`src/hdl/hedb_pkg.sv`:
```
// Package for the hex escape decoder: character codes, match states,
// the result burst type and the hex digit helpers. No dependencies.
package hedb_pkg;

  localparam int unsigned MaxBurst = 6;
  localparam int unsigned HeldMax  = 5;

  localparam logic [7:0] CH_AMP  = 8'h26;
  localparam logic [7:0] CH_HASH = 8'h23;
  localparam logic [7:0] CH_X    = 8'h78;
  localparam logic [7:0] CH_SEMI = 8'h3B;

  // Match progress; each state names the bytes currently held back
  typedef enum logic [5:0] {
    ST_IDLE = 6'b000001,
    ST_AMP  = 6'b000010,
    ST_HASH = 6'b000100,
    ST_X    = 6'b001000,
    ST_HI   = 6'b010000,
    ST_LO   = 6'b100000
  } stage_t;

  // Output words caused by one input word, first word in slot 0
  typedef struct packed {
    logic [MaxBurst-1:0][7:0] bytes;
    logic [2:0]               cnt;
    logic                     last;
  } burst_t;

  function automatic logic is_hex(input logic [7:0] c);
    return (c >= 8'h30 && c <= 8'h39) || (c >= 8'h41 && c <= 8'h46) ||
           (c >= 8'h61 && c <= 8'h66);
  endfunction

  // Folds case, then maps '0'..'9' and 'a'..'f' onto 0..15
  function automatic logic [3:0] hex_val(input logic [7:0] c);
    logic [7:0] v;
    v = (c | 8'h20) - 8'h30;
    if (v > 8'd9) v = v - 8'h27;
    return v[3:0];
  endfunction

  // Number of bytes held back in a given state
  function automatic logic [2:0] held_len(input stage_t s);
    logic [2:0] n;
    case (s)
      ST_AMP:  n = 3'd1;
      ST_HASH: n = 3'd2;
      ST_X:    n = 3'd3;
      ST_HI:   n = 3'd4;
      ST_LO:   n = 3'd5;
      default: n = 3'd0;
    endcase
    return n;
  endfunction

endpackage

```
`src/hdl/hedb_in_reg.sv`:
```
// Input register of the hex escape decoder: captures one word and holds it
// until the match logic consumes it. Depends on nothing.
module hedb_in_reg (
  input  logic       clk,
  input  logic       rst,
  input  logic       in_valid,
  output logic       in_stall,
  input  logic [7:0] in_byte,
  input  logic       in_last,
  input  logic       advance,
  output logic       reg_valid,
  output logic [7:0] reg_byte,
  output logic       reg_last
);

  logic accept;

  // Room when empty or when the held word moves on this cycle
  assign in_stall = reg_valid && !advance;
  assign accept   = in_valid && !in_stall;

  always_ff @(posedge clk) begin
    if (rst) begin
      reg_valid <= 1'b0;
    end else if (accept) begin
      reg_valid <= 1'b1;
    end else if (advance) begin
      reg_valid <= 1'b0;
    end
  end

  // Payload
  always_ff @(posedge clk) begin
    if (accept) begin
      reg_byte <= in_byte;
      reg_last <= in_last;
    end
  end

endmodule

```
`src/hdl/hedb_match.sv`:
```
// Escape matcher: tracks the partial "&#xHL;" match and builds the burst of
// output words for the current input word. Depends on hedb_pkg.
module hedb_match (
  input  logic            clk,
  input  logic            rst,
  input  logic            advance,
  input  logic [7:0]      cur_byte,
  input  logic            cur_last,
  output hedb_pkg::burst_t burst
);

  hedb_pkg::stage_t stage, stage_next;
  logic [7:0] high_digit, high_digit_next;
  logic [7:0] low_digit, low_digit_next;

  logic       hit;
  logic [7:0] hi_upd, lo_upd;
  logic [2:0] plen;
  logic       ext_v;
  logic [7:0] ext_b;
  logic [hedb_pkg::HeldMax-1:0][7:0] held;

  // Does the current word continue the match
  always_comb begin
    case (stage)
      hedb_pkg::ST_AMP:  hit = (cur_byte == hedb_pkg::CH_HASH);
      hedb_pkg::ST_HASH: hit = (cur_byte == hedb_pkg::CH_X);
      hedb_pkg::ST_X:    hit = hedb_pkg::is_hex(cur_byte);
      hedb_pkg::ST_HI:   hit = hedb_pkg::is_hex(cur_byte);
      hedb_pkg::ST_LO:   hit = (cur_byte == hedb_pkg::CH_SEMI);
      default:           hit = 1'b0;
    endcase
  end

  // Next state, released prefix length and one extra word after it
  always_comb begin
    stage_next = stage;
    hi_upd     = high_digit;
    lo_upd     = low_digit;
    plen       = 3'd0;
    ext_v      = 1'b0;
    ext_b      = cur_byte;
    if (hit) begin
      case (stage)
        hedb_pkg::ST_AMP:  stage_next = hedb_pkg::ST_HASH;
        hedb_pkg::ST_HASH: stage_next = hedb_pkg::ST_X;
        hedb_pkg::ST_X: begin
          hi_upd     = cur_byte;
          stage_next = hedb_pkg::ST_HI;
        end
        hedb_pkg::ST_HI: begin
          lo_upd     = cur_byte;
          stage_next = hedb_pkg::ST_LO;
        end
        default: begin
          // full escape seen: emit the decoded byte
          ext_v      = 1'b1;
          ext_b      = {hedb_pkg::hex_val(high_digit), hedb_pkg::hex_val(low_digit)};
          stage_next = hedb_pkg::ST_IDLE;
        end
      endcase
      if (cur_last) plen = hedb_pkg::held_len(stage_next);
    end else begin
      // mismatch: release what is held, then look at this word afresh
      plen = hedb_pkg::held_len(stage);
      if (cur_byte == hedb_pkg::CH_AMP) begin
        stage_next = hedb_pkg::ST_AMP;
        ext_v      = cur_last;
        ext_b      = hedb_pkg::CH_AMP;
      end else begin
        stage_next = hedb_pkg::ST_IDLE;
        ext_v      = 1'b1;
      end
    end
    high_digit_next = hi_upd;
    low_digit_next  = lo_upd;
    if (cur_last) begin
      stage_next      = hedb_pkg::ST_IDLE;
      high_digit_next = 8'h00;
      low_digit_next  = 8'h00;
    end
  end

  // Burst: held prefix, then the extra word
  assign held = {lo_upd, hi_upd, hedb_pkg::CH_X, hedb_pkg::CH_HASH, hedb_pkg::CH_AMP};

  always_comb begin
    for (int i = 0; i < hedb_pkg::MaxBurst; i++) begin
      if (i < hedb_pkg::HeldMax && 3'(i) < plen) begin
        burst.bytes[i] = held[i];
      end else begin
        burst.bytes[i] = ext_b;
      end
    end
    burst.cnt  = plen + {2'b00, ext_v};
    burst.last = cur_last;
  end

  // Match state
  always_ff @(posedge clk) begin
    if (rst) begin
      stage      <= hedb_pkg::ST_IDLE;
      high_digit <= 8'h00;
      low_digit  <= 8'h00;
    end else if (advance) begin
      stage      <= stage_next;
      high_digit <= high_digit_next;
      low_digit  <= low_digit_next;
    end
  end

endmodule

```
`src/hdl/hedb_burst.sv`:
```
// Result register of the hex escape decoder: holds one burst and hands it
// out one word per handshake. Depends on hedb_pkg.
module hedb_burst (
  input  logic             clk,
  input  logic             rst,
  input  logic             advance,
  input  hedb_pkg::burst_t burst,
  output logic             free,
  output logic             out_valid,
  input  logic             out_stall,
  output logic [7:0]       out_byte,
  output logic             out_last
);

  logic [hedb_pkg::MaxBurst-1:0][7:0] bytes;
  logic [2:0] rem;
  logic       blast;
  logic       take;
  logic       load;

  assign take     = out_valid && !out_stall;
  assign free     = !out_valid || (take && rem == 3'd1);
  assign load     = advance && burst.cnt != 3'd0;
  assign out_byte = bytes[0];
  assign out_last = blast && rem == 3'd1;

  // Word count and valid
  always_ff @(posedge clk) begin
    if (rst) begin
      out_valid <= 1'b0;
      rem       <= 3'd0;
      blast     <= 1'b0;
    end else if (load) begin
      out_valid <= 1'b1;
      rem       <= burst.cnt;
      blast     <= burst.last;
    end else if (take) begin
      if (rem == 3'd1) out_valid <= 1'b0;
      rem <= rem - 3'd1;
    end
  end

  // Payload shifts toward slot 0 as words leave
  always_ff @(posedge clk) begin
    if (load) begin
      bytes <= burst.bytes;
    end else if (take) begin
      bytes <= {8'h00, bytes[hedb_pkg::MaxBurst-1:1]};
    end
  end

endmodule

```
`src/hdl/hex_escape_to_byte_decoder_top.sv`:
```
// Top level of the hex escape decoder: input register, matcher and result
// register. Depends on hedb_pkg, hedb_in_reg, hedb_match and hedb_burst.
//
// Replaces each "&#xHL;" (H, L hex digits of either case) in a byte stream
// with the byte 16*H+L and passes all other bytes through in order; a word
// with in_last flushes any partial match, and its final output word carries
// out_last. A word's output is registered in the result register after the
// input register has held the word. Plain bytes and completed escapes flow
// at one word per cycle while out_stall is low. A word whose matching fails,
// or a last word with bytes held, yields up to six output words; the result
// register drains them one per cycle while out_stall is low, and the input
// register takes its next word as the final one leaves. Bytes of a partial
// match yield no output until the match completes or fails.
module hex_escape_to_byte_decoder_top (
  input  logic       clk,
  input  logic       rst,
  input  logic       in_valid,
  output logic       in_stall,
  input  logic [7:0] in_byte,
  input  logic       in_last,
  output logic       out_valid,
  input  logic       out_stall,
  output logic [7:0] out_byte,
  output logic       out_last
);

  logic             reg_valid;
  logic [7:0]       reg_byte;
  logic             reg_last;
  logic             free;
  logic             advance;
  hedb_pkg::burst_t burst;

  // Held word moves on once the result register can take its burst
  assign advance = reg_valid && free;

  hedb_in_reg u_in_reg (
    .clk       (clk),
    .rst       (rst),
    .in_valid  (in_valid),
    .in_stall  (in_stall),
    .in_byte   (in_byte),
    .in_last   (in_last),
    .advance   (advance),
    .reg_valid (reg_valid),
    .reg_byte  (reg_byte),
    .reg_last  (reg_last)
  );

  hedb_match u_match (
    .clk      (clk),
    .rst      (rst),
    .advance  (advance),
    .cur_byte (reg_byte),
    .cur_last (reg_last),
    .burst    (burst)
  );

  hedb_burst u_burst (
    .clk       (clk),
    .rst       (rst),
    .advance   (advance),
    .burst     (burst),
    .free      (free),
    .out_valid (out_valid),
    .out_stall (out_stall),
    .out_byte  (out_byte),
    .out_last  (out_last)
  );

endmodule
```
`config.mk`:
```
export PLATFORM = sky130hd
export DESIGN_NAME = hex_escape_to_byte_decoder_top
export DESIGN_NICKNAME = d
export VERILOG_FILES = /design/src/hdl/hedb_pkg.sv /design/src/hdl/hedb_in_reg.sv /design/src/hdl/hedb_match.sv /design/src/hdl/hedb_burst.sv /design/src/hdl/hex_escape_to_byte_decoder_top.sv
export SDC_FILE = /design/constraint.sdc
export NUM_CORES = 1
export LEC_CHECK = 0
export ABC_CLOCK_PERIOD_IN_PS = 6300
export BUFFER_PORTS_ARGS = -buffer_cell sky130_fd_sc_hd__buf_2
export CAP_MARGIN = 5
export CORE_MARGIN = 2
export CORE_UTILIZATION = 35
export CTS_CLUSTER_DIAMETER = 200
export DETAILED_ROUTE_END_ITERATION = 10
export MAX_ROUTING_LAYER = met4
export PLACE_DENSITY = 0.51
export SYNTH_ARGS = -nofsm -noshare
export SYNTH_HDL_FRONTEND = slang
export SYNTH_SLANG_ARGS = --single-unit
```
`constraint.sdc`:
```
create_clock -name clk -period 6.3 [get_ports clk]
set_input_delay 1.26 -clock clk [delete_from_list [all_inputs] [get_ports clk]]
set_output_delay 1.26 -clock clk [all_outputs]
set_load 0.02 [all_outputs]
```
==> PnR_summary.wiki <==
{| class="wikitable"
! Metric !! Value
|-
| Wire length of the first global-routing pass || 16200 µm
|-
| Post-synthesis cell type count || 55
|-
| Number of instances in the placed design || 619
|-
| Library cell used as clock root buffer || clkbuf_16
|-
| Destination of the worst register-to-register timing path || u_burst.bytes[31]
|-
| Clock tree from TritonCTS || yes
|-
| Max stage delay on crit path || between 500 and 600 ps
|-
| RD Place Congestion || roughly 0.87
|-
| Endpoint type of the worst setup path || flip-flop
|-
| CP max FO || 66
|-
| Source-to-sink clock delay at the later pin of the worst-skew pair || 330 ps
|-
| Die area || 14000 µm²
|-
| Startpoint of the worst hold path || u_in_reg.reg_valid
|-
| Switch Pwr || 0.000307 W
|-
| Flip-flop and latch area || between 2000 and 2500 µm²
|-
| Largest net degree at the start of global routing || 67
|-
| Worst Hold Depth || 2
|-
| Vias per cell || 5.14
|-
| GRT Total Usage || 15.1%
|-
| Ports placed on the boundary || 24
|-
| Area of the placeable core || 12700 µm²
|-
| Cell count after synthesis || 454
|-
| Post-cts resize count || 0
|-
| Most repeated library cell on the critical path || nor2_1
|-
| Arrival time reported for the critical path endpoint || 4530 ps
|-
| Switching part of the total || 23.7%
|-
| Num Clock Sinks || 85
|-
| Clock group share of total power || 40.4%
|-
| Die H || 118 µm
|-
| Cell type of the slowest stage on the worst timing path || o21ai_1
|-
| Power density normalized to cell area || 257 nW/µm²
|-
| # DRC || 0
|-
| Flop2flop setup slack || 1860 ps
|-
| Final-layout setup total negative slack || 0 ps
|-
| Path type of the worst setup path || flip-flop to flip-flop
|-
| TritonCTS buffer count || 9
|-
| Maximum VDD drop || about 0.17 mV
|-
| Number of cells on the worst reg-to-reg path || 13
|-
| Worst clock skew || approximately 5.3 ps
|-
| WL per Instance || around 15 µm
|-
| Fraction of final layout cells sized beyond drive strength 1 || approximately 15%
|-
| Slew Limit Fails || 0
|-
| Crit path time final || approximately 4400 ps
|-
| Internal power || 0.000989 W
|-
| Leakage power summed over all cells || 1.93 nW
|-
| Comb pwr share || 8.6%
|-
| Path category of the worst min-delay check || flip-flop to flip-flop
|-
| Clock buffer depth || 2
|-
| Mapped cell area || around 4600 µm²
|-
| Worst slack at placement || 1800 ps
|-
| Type of element launching the critical path || flip-flop
|-
| Post-DP HPWL || 6950 µm
|-
| Fmax || 0.225 GHz
|-
| Total number of yosys warnings || 0
|-
| First-pass detailed-route iteration total || 4
|-
| IO Port Bufs || 23
|-
| Sequential power share || 51.0%
|-
| Net count of the mapped netlist || 479
|-
| Total overflow reported by the global router || 0
|-
| Number of filler cells placed in the layout || 1308
|-
| Die Wd || around 120 µm
|-
| Quantity of hold-fixing buffers added after cts || 0
|-
| Site Rows || 41
|-
| RSZ-0062 raised after global routing || no
|-
| Remaining number of nets flagged by the antenna check after routing || 0
|-
| Average size of a mapped cell || 10.1 µm²
|-
| Final Setup Violations || 0
|-
| Remaining max-slew budget at the tightest pin || 20.6%
|-
| # Post-CTS Setup Buffers || 0
|-
| Effective utilization at floorplan || 36.0%
|-
| Number of standard cells in the final layout excluding fillers || 635
|-
| Number of global-route vias before repair || 3078
|-
| Number of violations of the max-capacitance limit || 0
|-
| Outcome || finished, final reports clean
|-
| Clock H-tree levels || 3
|-
| Final Hold Vio Count || 0
|-
| Worst Hold Endpoint || u_in_reg.reg_valid
|-
| Clock slew at the register clock pins of the worst setup and hold paths || ~60 ps
|-
| Synth Register Bits || 85
|-
| Slew at the pin with the worst max-slew slack || 1190 ps
|-
| Antenna violations before repair || 0
|-
| Wirelength, routed || 9830 µm
|-
| Detailed-route via count || 3262
|-
| Startpoint of the worst-slack reg-to-reg timing path || u_in_reg.reg_byte[4]
|-
| Combined area of the multi-input logic cells || 2080 µm²
|-
| Required time at the worst-slack endpoint || 6390 ps
|-
| Final Cycle Share || 70.5%
|-
| Total inserted antenna cells || 0
|-
| Sequence of cells on the critical path || nor2_1 > nand4b_1 > o21ai_0 > and2_1 > nor2_1 > o21ai_1 > ha_1 > ha_1 > nor2_1 > inv_1 > o31ai_4 > buf_4 > mux2_2
|-
| Total power draw || 0.00130 W
|-
| Least setup slack across all paths after layout || 1860 ps
|-
| Synth-to-Final Area Change || 10.2%
|-
| Total number of nets in the final design || approximately 480
|-
| Drt first-iter violations || 277
|-
| Part of the Yosys area used for sequential elements || 49.6%
|}
-- logic make-up (layout without fill, tap and decap cells) --
| family | count (synthesis) | count (layout) | synth area share (%) |
|---|---|---|---|
| AND/OR/NAND/NOR | 155 | 155 | 16.4 |
| AO/OA/AOI/OAI | 106 | 106 | 14.9 |
| flip-flops | 85 | 85 | 49.6 |
| buffers and inverters | 49 | 58 | 5.35 |
| multiplexers | 36 | 36 | 8.41 |
| adder cells (fa/ha/maj) | 12 | 12 | 3.28 |
| XOR/XNOR | 11 | 11 | 2.10 |
-- worst max-delay path, delay by kind of cell, from the launching register on --
kind                     cells  cell delay, ps
AO/OA/AOI/OAI                3            1240
buffers and inverters        2             610
AND/OR/NAND/NOR              5             850
multiplexers                 1             400
adder cells (fa/ha/maj)      2             530
flip-flops                   1             540
-- layer usage --
| metal | track usage [%] | vias up | part of all wire, % | wire length (µm) |
|---|---|---|---|---|
| met1 | 20.7 | 1544 | 51 | 4990 |
| li1 | - | 1636 | - | - |
| met5 | - | - | 0 | 0 |
| met3 | 3.33 | 5 | 3.2 | 319 |
| met2 | 22.7 | 77 | 45 | 4450 |
| met4 | 4.24 | 0 | 0.74 | 73 |
-- Yosys cell counts (all sizes together) --
library cell	number	share of area [%]
edfxtp	57	37
nand2	49	4.0
nor2	42	3.5
o21ai	34	3.7
a21oi	30	3.3
dfxtp	28	12
buf	19	2.9
mux2i	19	4.2
inv	17	1.4
mux2	17	4.2
clkbuf	13	1.1
ha	12	3.3
nor3	12	1.4
nand3	11	1.2
nor2b	11	1.5
a22oi	10	1.6
xnor2	8	1.5
and2	6	0.82
o31ai	6	1.1
nand2b	5	0.68
a21o	4	0.66
nand4	3	0.41
nand4b	3	0.57
o21bai	3	0.49
o31a	3	0.57
xor2	3	0.57
a211o	2	0.38
a31oi	2	0.27
and3	2	0.27
and3b	2	0.38
and4b	2	0.44
o21a	2	0.33
o21ba	2	0.44
o221ai	2	0.38
o32a	2	0.71
or2	2	0.27
a211oi	1	0.27
a221oi	1	0.19
nand3b	1	0.16
nor3b	1	0.16
nor4	1	0.14
nor4b	1	0.33
o221a	1	0.25
o41ai	1	0.19
or3	1	0.14
-- cell usage in the layout (no fill, tap or decap), types with 4 or more instances in the layout --
master / count
a21o_1: 4
a21oi_1: 30
a22oi_1: 10
and2_1: 6
buf_2: 23
clkbuf_16: 9
dfxtp_1: 28
edfxtp_1: 57
ha_1: 12
inv_1: 17
mux2_2: 17
mux2i_1: 18
nand2_1: 48
nand2b_1: 5
nand3_1: 11
nor2_1: 41
nor2b_1: 11
nor3_1: 11
o21ai_0: 26
o21ai_1: 8
o31ai_1: 5
xnor2_1: 8
-- area by class of cell --
type                       count  area share [%]
timing repair buffer          25            2.58
sequential                    85            45.0
multi-input combinational    320            41.1
clock inverter                 5            1.19
clock buffer                  11            4.61
tap                          172            4.26
inverter                      17            1.26
-- worst max path at each step --
stage	from	end	slack, ps
6_report	u_in_reg.reg_byte[4]	u_burst.bytes[31]	1860
5_1_grt	u_in_reg.reg_byte[4]	u_burst.bytes[14]	1410
4_1_cts	u_in_reg.reg_byte[4]	u_burst.bytes[41]	1800
3_5_place_dp	u_in_reg.reg_byte[4]	u_burst.out_byte[4]	1800
3_3_place_gp	u_in_reg.reg_byte[3]	u_burst.bytes[10]	1930
2_1_floorplan	u_in_reg.reg_byte[4]	u_burst.bytes[10]	1710
-- power by group through the flow --
stage	sequential, W	combinational [W]	clock (W)
after CTS	0.000661	0.000114	0.000538
after detailed placement	0.000673	0.000113	0
after global routing	0.000664	0.000128	0.000562
after floorplan	0.000664	0.0000947	0
after global placement	0.000672	0.000113	0
final	0.000661	0.000112	0.000523
-- per-stage QoR --
| step | util, % | hold slack (ps) | cell area (µm²) |
|---|---|---|---|
| finish | 39.7 | 489 | 5050 |
| global route | 39.7 | 520 | 5050 |
| CTS | 39.7 | 493 | 5050 |
| detailed placement | 37.4 | 485 | 4760 |
| global placement | 37.4 | 461 | 4760 |
| floorplan | - | 445 | 4580 |
-- sequential cells by signal, summed over array words and instances, names as in the netlist --
signal and count:
u_burst.bytes 40, u_burst.out_byte 8, u_in_reg.reg_byte 8, u_match.high_digit 8, u_match.low_digit 8, u_match.stage 6, u_burst.rem 3, u_burst.blast 1
u_burst.out_valid 1, u_in_reg.reg_last 1, u_in_reg.reg_valid 1
Note: power is estimated with default switching activity, not from simulation.
